`src/sv/h4df_pkg.sv`:
```
// Package for the H4 receive deframer: packet kinds, status codes, type
// bytes, configuration defaults and the command passed from front to back.
// No dependencies.
package h4df_pkg;

  localparam int MAX_HEADER_BYTES = 4;
  localparam int HDR_IDX_W        = $clog2(MAX_HEADER_BYTES);
  localparam int HDR_W            = 8 * MAX_HEADER_BYTES;
  localparam int LENGTH_BITS      = 16;
  localparam int CFG_W            = 17;
  localparam int ERR_W            = 16;
  localparam int FIFO_DEPTH       = 8;

  localparam logic [CFG_W-1:0] MAX_FRAME_RESET = CFG_W'(1028);

  localparam logic [7:0] TYPE_EVENT = 8'h04;
  localparam logic [7:0] TYPE_ACL   = 8'h02;
  localparam logic [7:0] TYPE_SCO   = 8'h03;

  typedef enum logic [1:0] {
    KIND_EVENT = 2'd0,
    KIND_ACL   = 2'd1,
    KIND_SCO   = 2'd2
  } kind_t;

  typedef enum logic [1:0] {
    ST_FRAME    = 2'd0,
    ST_UNKNOWN  = 2'd1,
    ST_OVERSIZE = 2'd2
  } status_t;

  // One queue entry: a single result, or a header release of nb+1 bytes.
  typedef struct packed {
    logic                 hdr;
    logic [HDR_IDX_W-1:0] nb;
    logic [HDR_W-1:0]     bytes;
    kind_t                kind;
    logic                 last;
    status_t              status;
    logic [ERR_W-1:0]     err;
  } h4df_cmd_t;

  // Fixed header length of each packet kind.
  function automatic logic [HDR_IDX_W:0] hdr_size(kind_t k);
    logic [HDR_IDX_W:0] s;
    unique case (k)
      KIND_EVENT: s = (HDR_IDX_W+1)'(2);
      KIND_ACL:   s = (HDR_IDX_W+1)'(4);
      default:    s = (HDR_IDX_W+1)'(3);
    endcase
    return s;
  endfunction

endpackage

```
`src/sv/hci_uart_h4_deframer.sv`:
```
// Top level of the HCI UART H4 receive deframer: front parser, command
// queue and result back end. Uses h4df_pkg, h4df_front, h4df_fifo, h4df_back.
//
//  Port group  Dir  Payload (low bit first)                     Handshake
//  in_*        in   tdata: rx_byte[7:0]                         tvalid/tready
//  out_*       out  tdata: frame_byte[7:0], error_total[23:8]   tvalid/tready
//                   tuser: packet_kind[1:0], first_of_frame[2],
//                          status[4:3]; tlast: last_of_frame
//  cfg_*       in   wr_data: max_frame_bytes[16:0]              wr_en
//
// One byte is accepted per cycle while the queue has room. A byte that yields
// results pushes its queue command right away; while out_tready is high the
// back end emits one result per cycle, so a completed header releases its 2
// to 4 results one after another, via the queue and the output register.
// in_tready drops only while the command queue is full.
// Synchronous active-low reset returns the parser to waiting for a type
// byte, clears the error count and queue, and restores max_frame_bytes 1028.
module hci_uart_h4_deframer #(
  parameter int LENGTH_BITS = h4df_pkg::LENGTH_BITS,
  parameter int FIFO_DEPTH  = h4df_pkg::FIFO_DEPTH
) (
  input  logic        clk,
  input  logic        rst_n,
  input  logic        cfg_wr_en,
  input  logic [16:0] cfg_wr_data,   // max_frame_bytes
  input  logic        in_tvalid,
  output logic        in_tready,
  input  logic [7:0]  in_tdata,      // rx_byte[7:0]
  output logic        out_tvalid,
  input  logic        out_tready,
  output logic [23:0] out_tdata,     // frame_byte[7:0], error_total[23:8]
  output logic [4:0]  out_tuser,     // packet_kind[1:0], first_of_frame[2], status[4:3]
  output logic        out_tlast      // last_of_frame
);
  import h4df_pkg::*;

  logic      in_fire;
  logic      cmd_push;
  h4df_cmd_t cmd;
  h4df_cmd_t head;
  logic      q_empty;
  logic      q_full;
  logic      q_pop;

  // Accept whenever the queue has room; each byte pushes at most one entry.
  assign in_tready = !q_full;
  assign in_fire   = in_tvalid && in_tready;

  h4df_front #(
    .LEN_BITS (LENGTH_BITS)
  ) u_front (
    .clk         (clk),
    .rst_n       (rst_n),
    .cfg_wr_en   (cfg_wr_en),
    .cfg_wr_data (cfg_wr_data),
    .in_fire     (in_fire),
    .in_byte     (in_tdata),
    .cmd_push    (cmd_push),
    .cmd         (cmd)
  );

  h4df_fifo #(
    .DEPTH (FIFO_DEPTH)
  ) u_fifo (
    .clk      (clk),
    .rst_n    (rst_n),
    .push     (cmd_push),
    .push_cmd (cmd),
    .pop      (q_pop),
    .head     (head),
    .empty    (q_empty),
    .full     (q_full)
  );

  h4df_back u_back (
    .clk        (clk),
    .rst_n      (rst_n),
    .head       (head),
    .empty      (q_empty),
    .pop        (q_pop),
    .out_tvalid (out_tvalid),
    .out_tready (out_tready),
    .out_tdata  (out_tdata),
    .out_tuser  (out_tuser),
    .out_tlast  (out_tlast)
  );

endmodule

```
`src/sv/h4df_front.sv`:
```
// Front part of the H4 deframer: parses type, header and payload bytes and
// emits one queue command per byte that yields results. Uses h4df_pkg.
module h4df_front #(
  parameter int LEN_BITS = h4df_pkg::LENGTH_BITS
) (
  input  logic                     clk,
  input  logic                     rst_n,
  input  logic                     cfg_wr_en,
  input  logic [h4df_pkg::CFG_W-1:0] cfg_wr_data,
  input  logic                     in_fire,
  input  logic [7:0]               in_byte,
  output logic                     cmd_push,
  output h4df_pkg::h4df_cmd_t      cmd
);
  import h4df_pkg::*;

  localparam int CMP_W = ((LEN_BITS + 1) > CFG_W) ? (LEN_BITS + 2) : (CFG_W + 1);

  typedef enum logic [1:0] {
    PH_TYPE,
    PH_HEADER,
    PH_DATA
  } phase_t;

  phase_t                phase_r, phase_nxt;
  kind_t                 kind_r, kind_nxt;
  logic [LEN_BITS-1:0]   rem_r, rem_nxt;
  logic [HDR_IDX_W-1:0]  idx_r, idx_nxt;
  logic [ERR_W-1:0]      err_r, err_nxt;
  logic [CFG_W-1:0]      max_frame_r;
  logic [7:0]            store_r [MAX_HEADER_BYTES];

  logic [HDR_W-1:0]      hdr_word;
  logic [HDR_IDX_W:0]    hs;
  logic                  hdr_done;
  logic [15:0]           len16;
  logic [CMP_W-1:0]      total;
  logic                  oversize;

  // Header as it stands with the current byte dropped into its slot.
  always_comb begin
    for (int i = 0; i < MAX_HEADER_BYTES; i++) begin
      hdr_word[8*i +: 8] = (HDR_IDX_W'(i) == idx_r) ? in_byte : store_r[i];
    end
  end

  assign hs       = hdr_size(kind_r);
  assign hdr_done = ({1'b0, idx_r} == hs - (HDR_IDX_W+1)'(1));

  always_comb begin
    unique case (kind_r)
      KIND_EVENT: len16 = {8'h00, hdr_word[15:8]};
      KIND_ACL:   len16 = hdr_word[31:16];
      default:    len16 = {8'h00, hdr_word[23:16]};
    endcase
  end

  assign total    = CMP_W'(hs) + CMP_W'(len16);
  assign oversize = (len16 != 16'd0) && (total > CMP_W'(max_frame_r));

  always_comb begin
    phase_nxt  = phase_r;
    kind_nxt   = kind_r;
    rem_nxt    = rem_r;
    idx_nxt    = idx_r;
    err_nxt    = err_r;
    cmd_push   = 1'b0;
    cmd.hdr    = 1'b0;
    cmd.nb     = '0;
    cmd.bytes  = HDR_W'(in_byte);
    cmd.kind   = kind_r;
    cmd.last   = 1'b0;
    cmd.status = ST_FRAME;
    cmd.err    = err_r;
    if (in_fire) begin
      unique case (phase_r)
        PH_HEADER: begin
          idx_nxt = idx_r + HDR_IDX_W'(1);
          if (hdr_done) begin
            idx_nxt  = '0;
            cmd_push = 1'b1;
            if (oversize) begin
              // Drop the frame, report it once.
              phase_nxt  = PH_TYPE;
              rem_nxt    = '0;
              cmd.bytes  = '0;
              cmd.status = ST_OVERSIZE;
            end else begin
              cmd.hdr   = 1'b1;
              cmd.nb    = HDR_IDX_W'(hs - (HDR_IDX_W+1)'(1));
              cmd.bytes = hdr_word;
              cmd.last  = (len16 == 16'd0);
              if (len16 == 16'd0) begin
                phase_nxt = PH_TYPE;
                rem_nxt   = '0;
              end else begin
                phase_nxt = PH_DATA;
                rem_nxt   = LEN_BITS'(len16);
              end
            end
          end
        end
        PH_DATA: begin
          cmd_push = 1'b1;
          cmd.last = (rem_r <= LEN_BITS'(1));
          if (rem_r <= LEN_BITS'(1)) begin
            phase_nxt = PH_TYPE;
            rem_nxt   = '0;
          end else begin
            rem_nxt = rem_r - LEN_BITS'(1);
          end
        end
        default: begin
          idx_nxt = '0;
          rem_nxt = '0;
          priority if (in_byte == TYPE_EVENT) begin
            kind_nxt  = KIND_EVENT;
            phase_nxt = PH_HEADER;
          end else if (in_byte == TYPE_ACL) begin
            kind_nxt  = KIND_ACL;
            phase_nxt = PH_HEADER;
          end else if (in_byte == TYPE_SCO) begin
            kind_nxt  = KIND_SCO;
            phase_nxt = PH_HEADER;
          end else begin
            // Unknown type: count it (saturating) and report.
            phase_nxt  = PH_TYPE;
            if (err_r != '1) begin
              err_nxt = err_r + ERR_W'(1);
            end
            cmd_push   = 1'b1;
            cmd.bytes  = '0;
            cmd.kind   = KIND_EVENT;
            cmd.status = ST_UNKNOWN;
            cmd.err    = err_nxt;
          end
        end
      endcase
    end
  end

  always_ff @(posedge clk) begin
    if (!rst_n) begin
      phase_r     <= PH_TYPE;
      kind_r      <= KIND_EVENT;
      rem_r       <= '0;
      idx_r       <= '0;
      err_r       <= '0;
      max_frame_r <= MAX_FRAME_RESET;
    end else begin
      phase_r <= phase_nxt;
      kind_r  <= kind_nxt;
      rem_r   <= rem_nxt;
      idx_r   <= idx_nxt;
      err_r   <= err_nxt;
      if (cfg_wr_en) begin
        max_frame_r <= cfg_wr_data;
      end
    end
  end

  always_ff @(posedge clk) begin
    if (in_fire && phase_r == PH_HEADER) begin
      store_r[idx_r] <= in_byte;
    end
  end

endmodule

```
`src/sv/h4df_fifo.sv`:
```
// Short command queue between the deframer front and back parts.
// Uses h4df_pkg for the command type.
module h4df_fifo #(
  parameter int DEPTH = h4df_pkg::FIFO_DEPTH
) (
  input  logic                clk,
  input  logic                rst_n,
  input  logic                push,
  input  h4df_pkg::h4df_cmd_t push_cmd,
  input  logic                pop,
  output h4df_pkg::h4df_cmd_t head,
  output logic                empty,
  output logic                full
);
  import h4df_pkg::*;

  localparam int AW = (DEPTH > 1) ? $clog2(DEPTH) : 1;

  h4df_cmd_t       mem_r [DEPTH];
  logic [AW-1:0]   wr_ptr_r, wr_ptr_nxt;
  logic [AW-1:0]   rd_ptr_r, rd_ptr_nxt;
  logic [AW:0]     count_r, count_nxt;
  logic            do_push, do_pop;

  assign empty   = (count_r == '0);
  assign full    = (count_r == (AW+1)'(DEPTH));
  assign do_push = push && !full;
  assign do_pop  = pop && !empty;
  assign head    = mem_r[rd_ptr_r];

  always_comb begin
    wr_ptr_nxt = wr_ptr_r;
    rd_ptr_nxt = rd_ptr_r;
    count_nxt  = count_r;
    if (do_push) begin
      wr_ptr_nxt = (wr_ptr_r == AW'(DEPTH-1)) ? '0 : wr_ptr_r + AW'(1);
    end
    if (do_pop) begin
      rd_ptr_nxt = (rd_ptr_r == AW'(DEPTH-1)) ? '0 : rd_ptr_r + AW'(1);
    end
    if (do_push && !do_pop) begin
      count_nxt = count_r + (AW+1)'(1);
    end else if (do_pop && !do_push) begin
      count_nxt = count_r - (AW+1)'(1);
    end
  end

  always_ff @(posedge clk) begin
    if (!rst_n) begin
      wr_ptr_r <= '0;
      rd_ptr_r <= '0;
      count_r  <= '0;
    end else begin
      wr_ptr_r <= wr_ptr_nxt;
      rd_ptr_r <= rd_ptr_nxt;
      count_r  <= count_nxt;
    end
  end

  always_ff @(posedge clk) begin
    if (do_push) begin
      mem_r[wr_ptr_r] <= push_cmd;
    end
  end

endmodule

```
`src/sv/h4df_back.sv`:
```
// Back part of the H4 deframer: expands queued commands into result items
// and holds them in the output register. Uses h4df_pkg.
module h4df_back (
  input  logic                clk,
  input  logic                rst_n,
  input  h4df_pkg::h4df_cmd_t head,
  input  logic                empty,
  output logic                pop,
  output logic                out_tvalid,
  input  logic                out_tready,
  output logic [23:0]         out_tdata,
  output logic [4:0]          out_tuser,
  output logic                out_tlast
);
  import h4df_pkg::*;

  logic                 valid_r;
  logic [7:0]           byte_r;
  kind_t                kind_r;
  logic                 first_r;
  logic                 last_r;
  status_t              status_r;
  logic [ERR_W-1:0]     err_r;
  logic [HDR_IDX_W-1:0] sub_r, sub_nxt;
  logic                 slot_free;
  logic                 load;

  assign slot_free = !valid_r || out_tready;
  assign load      = slot_free && !empty;
  assign pop       = load && (sub_r == head.nb);

  always_comb begin
    sub_nxt = sub_r;
    if (load) begin
      sub_nxt = (sub_r == head.nb) ? '0 : sub_r + HDR_IDX_W'(1);
    end
  end

  always_ff @(posedge clk) begin
    if (!rst_n) begin
      valid_r <= 1'b0;
      sub_r   <= '0;
    end else begin
      sub_r <= sub_nxt;
      if (slot_free) begin
        valid_r <= !empty;
      end
    end
  end

  always_ff @(posedge clk) begin
    if (load) begin
      byte_r   <= head.bytes[8*sub_r +: 8];
      kind_r   <= head.kind;
      first_r  <= head.hdr && (sub_r == '0);
      last_r   <= head.last && (sub_r == head.nb);
      status_r <= head.status;
      err_r    <= head.err;
    end
  end

  assign out_tvalid = valid_r;
  assign out_tdata  = {err_r, byte_r};
  assign out_tuser  = {status_r, first_r, kind_r};
  assign out_tlast  = last_r;

endmodule
```
`config.mk`:
```
export PLATFORM = sky130hd
export DESIGN_NAME = hci_uart_h4_deframer
export DESIGN_NICKNAME = d
export VERILOG_FILES = /design/src/sv/h4df_pkg.sv /design/src/sv/hci_uart_h4_deframer.sv /design/src/sv/h4df_front.sv /design/src/sv/h4df_fifo.sv /design/src/sv/h4df_back.sv
export SDC_FILE = /design/constraint.sdc
export NUM_CORES = 1
export LEC_CHECK = 0
export BUFFER_PORTS_ARGS = -buffer_cell sky130_fd_sc_hd__buf_4
export CORE_MARGIN = 5
export CORE_UTILIZATION = 29
export CTS_BUF_LIST = sky130_fd_sc_hd__clkbuf_8
export CTS_CLUSTER_DIAMETER = 100
export DETAILED_ROUTE_END_ITERATION = 12
export PLACE_DENSITY = 0.46
export REMOVE_ABC_BUFFERS = 1
export SYNTH_ARGS = -nofsm -noshare
export SYNTH_HDL_FRONTEND = slang
export SYNTH_SLANG_ARGS = --single-unit
```
`constraint.sdc`:
```
create_clock -name clk -period 20.5 [get_ports clk]
set_input_delay 4.1 -clock clk [delete_from_list [all_inputs] [get_ports clk]]
set_output_delay 4.1 -clock clk [all_outputs]
set_load 0.1 [all_outputs]
```
==> flow_summary.json <==
{
  "status": "finished, final reports clean",
  "num_rows": 105,
  "dieArea_um2": 89200,
  "grt.total_usage_pct": 13.0,
  "hold_depth": 2,
  "cts_resized": 0,
  "rsz0062_at_grt": "false",
  "dp_hpwl_um": 34600,
  "synth.avg_cell_area_um2": 17.1,
  "synthCells": 1414,
  "drive_above_1_share_pct": 24.5,
  "synth_area_leaders": "edfxtp_1 (63%), mux4_2 (12%), dfxtp_1 (5.9%)",
  "ff2ff_setup_slack_ns": 13.46,
  "grt_max_degree": 63,
  "dr.pass1.iters": 5,
  "grt-ovfl-total": 0,
  "io_pins": 62,
  "synthFlopType": "edfxtp_1",
  "fin_crit_sh_pct": 43.0,
  "vdd_drop_max_v": 0.0000637,
  "min_path_type": "reg2reg",
  "cp.required_ns": 20.88,
  "vias_per_cell": 4.85,
  "path_max_fanout": 24,
  "synth-edff-count": 510,
  "p_per_area_nw_per_um2": 116,
  "cts_root_buf": "clkbuf_8",
  "fin_util_pct": 33.8,
  "clk_pin_slew_ns": 0.05,
  "synth_top_area_share_pct": 63.4,
  "synth-async-reset-ratio_pct": 0,
  "max_cap_violations": 0,
  "relSlewSlack_pct": 27.6,
  "clk_path_buf_depth": 3,
  "area_delta_synth_final_pct": 15.4,
  "ys_ff_latch": 581,
  "die_y_um": 299,
  "crit_arrival_ns": 9.21,
  "hold_viol_final": 0,
  "drt_iter0_drc": 824,
  "ys_types": 68,
  "antenna_found_initial": 1,
  "p_leak_nw": 9.45,
  "cp-start-kind": "input pin",
  "criticalPathCategory": "in2reg",
  "cts_setup_buffers": 0,
  "fin_tns_setup_ns": 0,
  "vias": 13000,
  "core_region_area_um2": 82400,
  "start_util_pct": 29.3,
  "drt_wl_total_um": 58400,
  "fin_crit_ns": 8.82,
  "nets": 1601,
  "grt_pass1_wl_um": 88200,
  "die_w_um": 299,
  "tightest_slew_ns": 1.08,
  "ff2ff_path_depth": 21,
  "synth_area_um2": 24200,
  "h-tree-depth": 3,
  "cts_sinks": 581,
  "globalplace.congestion": 0.785,
  "drv_slew": 0,
  "ys.warnings.count": 0,
  "fin_skew_ns": 0.0292,
  "ant_nets": 0,
  "fmax_mhz": 113,
  "synth_top_area_cell": "edfxtp_1",
  "cts_made_buffers": 99,
  "drc": 0,
  "cts_hold_buf": 0,
  "yosysSeqAreaShare_pct": 69.3,
  "port_buffers": 61,
  "wl_per_cell_um": 21.7,
  "setup_viol": 0,
  "clk_latency_ns": 0.69,
  "end_kind": "flop",
  "tritoncts": "done",
  "grt_pass1_vias": 13900
}
## through the flow
step | area (um2) | worst slack [ns] | total power, W | hold slack (ns) | std cells
2_1_floorplan | 23900 | 10.85 | 0.00208 | 0.449 | 1348
3_3_place_gp | 25900 | 11.07 | 0.00225 | 0.472 | 2503
3_5_place_dp | 25900 | 10.98 | 0.00226 | 0.477 | 2503
4_1_cts | 27900 | 11.74 | 0.00330 | 0.488 | 2684
5_1_grt | 27900 | 11.36 | 0.00339 | 0.510 | 2685
6_report | 27900 | 11.68 | 0.00323 | 0.479 | 2685
## kinds of logic (layout without fill, tap and decap cells)
logic type | after synthesis | in the layout | synth area share (%)
AOI/OAI and AO/OA | 139 | 139 | 4.07
xor gates and xnor gates | 31 | 31 | 1.12
adders and majority gates | 37 | 37 | 1.98
buffers and inverters | 103 | 303 | 1.77
DFF | 581 | 581 | 69.3
muxes | 201 | 201 | 15.1
other | 0 | 1 | 0
and+or+nand+nor | 322 | 322 | 6.68
## critical path: stages
cell       delay (ns)
buf_4            0.18
nor2_1           0.07
nor2_1           0.29
ha_1             0.22
a31oi_1          0.11
o21ai_0          0.27
nand4_1          0.26
nor4_1           0.63
nand4_1          0.22
xnor2_1          0.18
ha_1             0.31
nand3_1          0.13
nor3_1           0.08
a2111oi_0        0.38
a211oi_1         0.09
buf_4            0.20
nand2_1          0.10
nand3_2          0.66
nor2_1           0.70
## where the power goes
part / leakage [nW] / internal [W] / switching, W
combinational: 2.72 / 0.000271 / 0.000486
clock: 1.11 / 0.000552 / 0.000471
sequential: 5.62 / 0.00139 / 0.0000597
total: 9.45 / 0.00221 / 0.00102
## flip-flops by register name, summed over array words and instances (netlist names), named ones only
register and flops:
u_fifo.rd_ptr_r 3, u_back.byte_r 8, u_front.err_r 16, u_front.kind_r 2, u_fifo.count_r 4, u_back.out_tlast 1, u_front.store_r 32, u_back.out_tvalid 1
u_front.idx_r 2, u_front.rem_r 16, u_back.err_r 16, u_back.sub_r 2, u_front.max_frame_r 17, u_back.kind_r 2, u_back.status_r 2, u_front.phase_r 2
u_back.first_r 1, u_fifo.mem_r 448, u_fifo.wr_ptr_r 3
## Yosys cell counts, types with 29 or more instances
cell      instances
edfxtp_1        510
dfxtp_1          71
mux4_2          128
ha_1             35
nand2_1          81
nor2_1           75
clkbuf_1         48
inv_1            36
mux2i_1          47
o21ai_0          29
## routing by layer
layer / routed length (um) / vias to the layer above / track usage, %
met5: 0 / - / 0
met4: 1380 / 0 / 3.56
met3: 2480 / 99 / 2.64
met2: 28800 / 297 / 22.2
met1: 25700 / 6744 / 16.9
li1: - / 5876 / -
## area by class of cell
cell class | instances | area [um2]
Clock buffer | 105 | 1450
Clock inverter | 76 | 507
Tap cell | 1070 | 1340
Inverter | 37 | 139
Multi-Input combinational cell | 730 | 7060
Sequential cell | 581 | 16700
Antenna cell | 1 | 2.50
Timing Repair Buffer | 85 | 638
Fill cell | 7860 | 54500
## final timing paths
path / startpoint / endpoint
setup / recovery: in_tdata[1] / u_fifo.mem_r[7][52]
hold / removal: u_front.max_frame_r[2] / u_front.max_frame_r[2]
setup reg to reg: u_front.idx_r[0] / u_fifo.mem_r[7][52]
hold reg to reg: u_front.max_frame_r[2] / u_front.max_frame_r[2]
## layout by cell type (no fill, tap or decap), types with 4 or more instances in the layout
cell / n
clkinv_1: 21
a21oi_1: 18
a31oi_1: 4
bufinv_16: 6
inv_1: 65
o211ai_1: 7
xor2_1: 12
nor3b_2: 4
a22oi_1: 8
o32a_1: 4
clkinv_2: 15
nand3_1: 16
a211oi_1: 5
nor2b_1: 25
o21a_1: 7
mux2i_1: 47
buf_4: 85
a32oi_1: 7
mux2_2: 26
and2_1: 26
or3_1: 9
dfxtp_1: 68
nor3_1: 20
nand2_1: 81
clkbuf_8: 105
and3_1: 6
o221ai_1: 6
nor4_1: 16
o21ai_0: 29
mux4_2: 128
xnor2_1: 19
o21ai_1: 8
nand2b_1: 11
edfxtp_1: 510
nor2_1: 73
nand4_1: 12
ha_1: 35
a21boi_0: 9
Note: power is estimated with default switching activity, not from simulation.
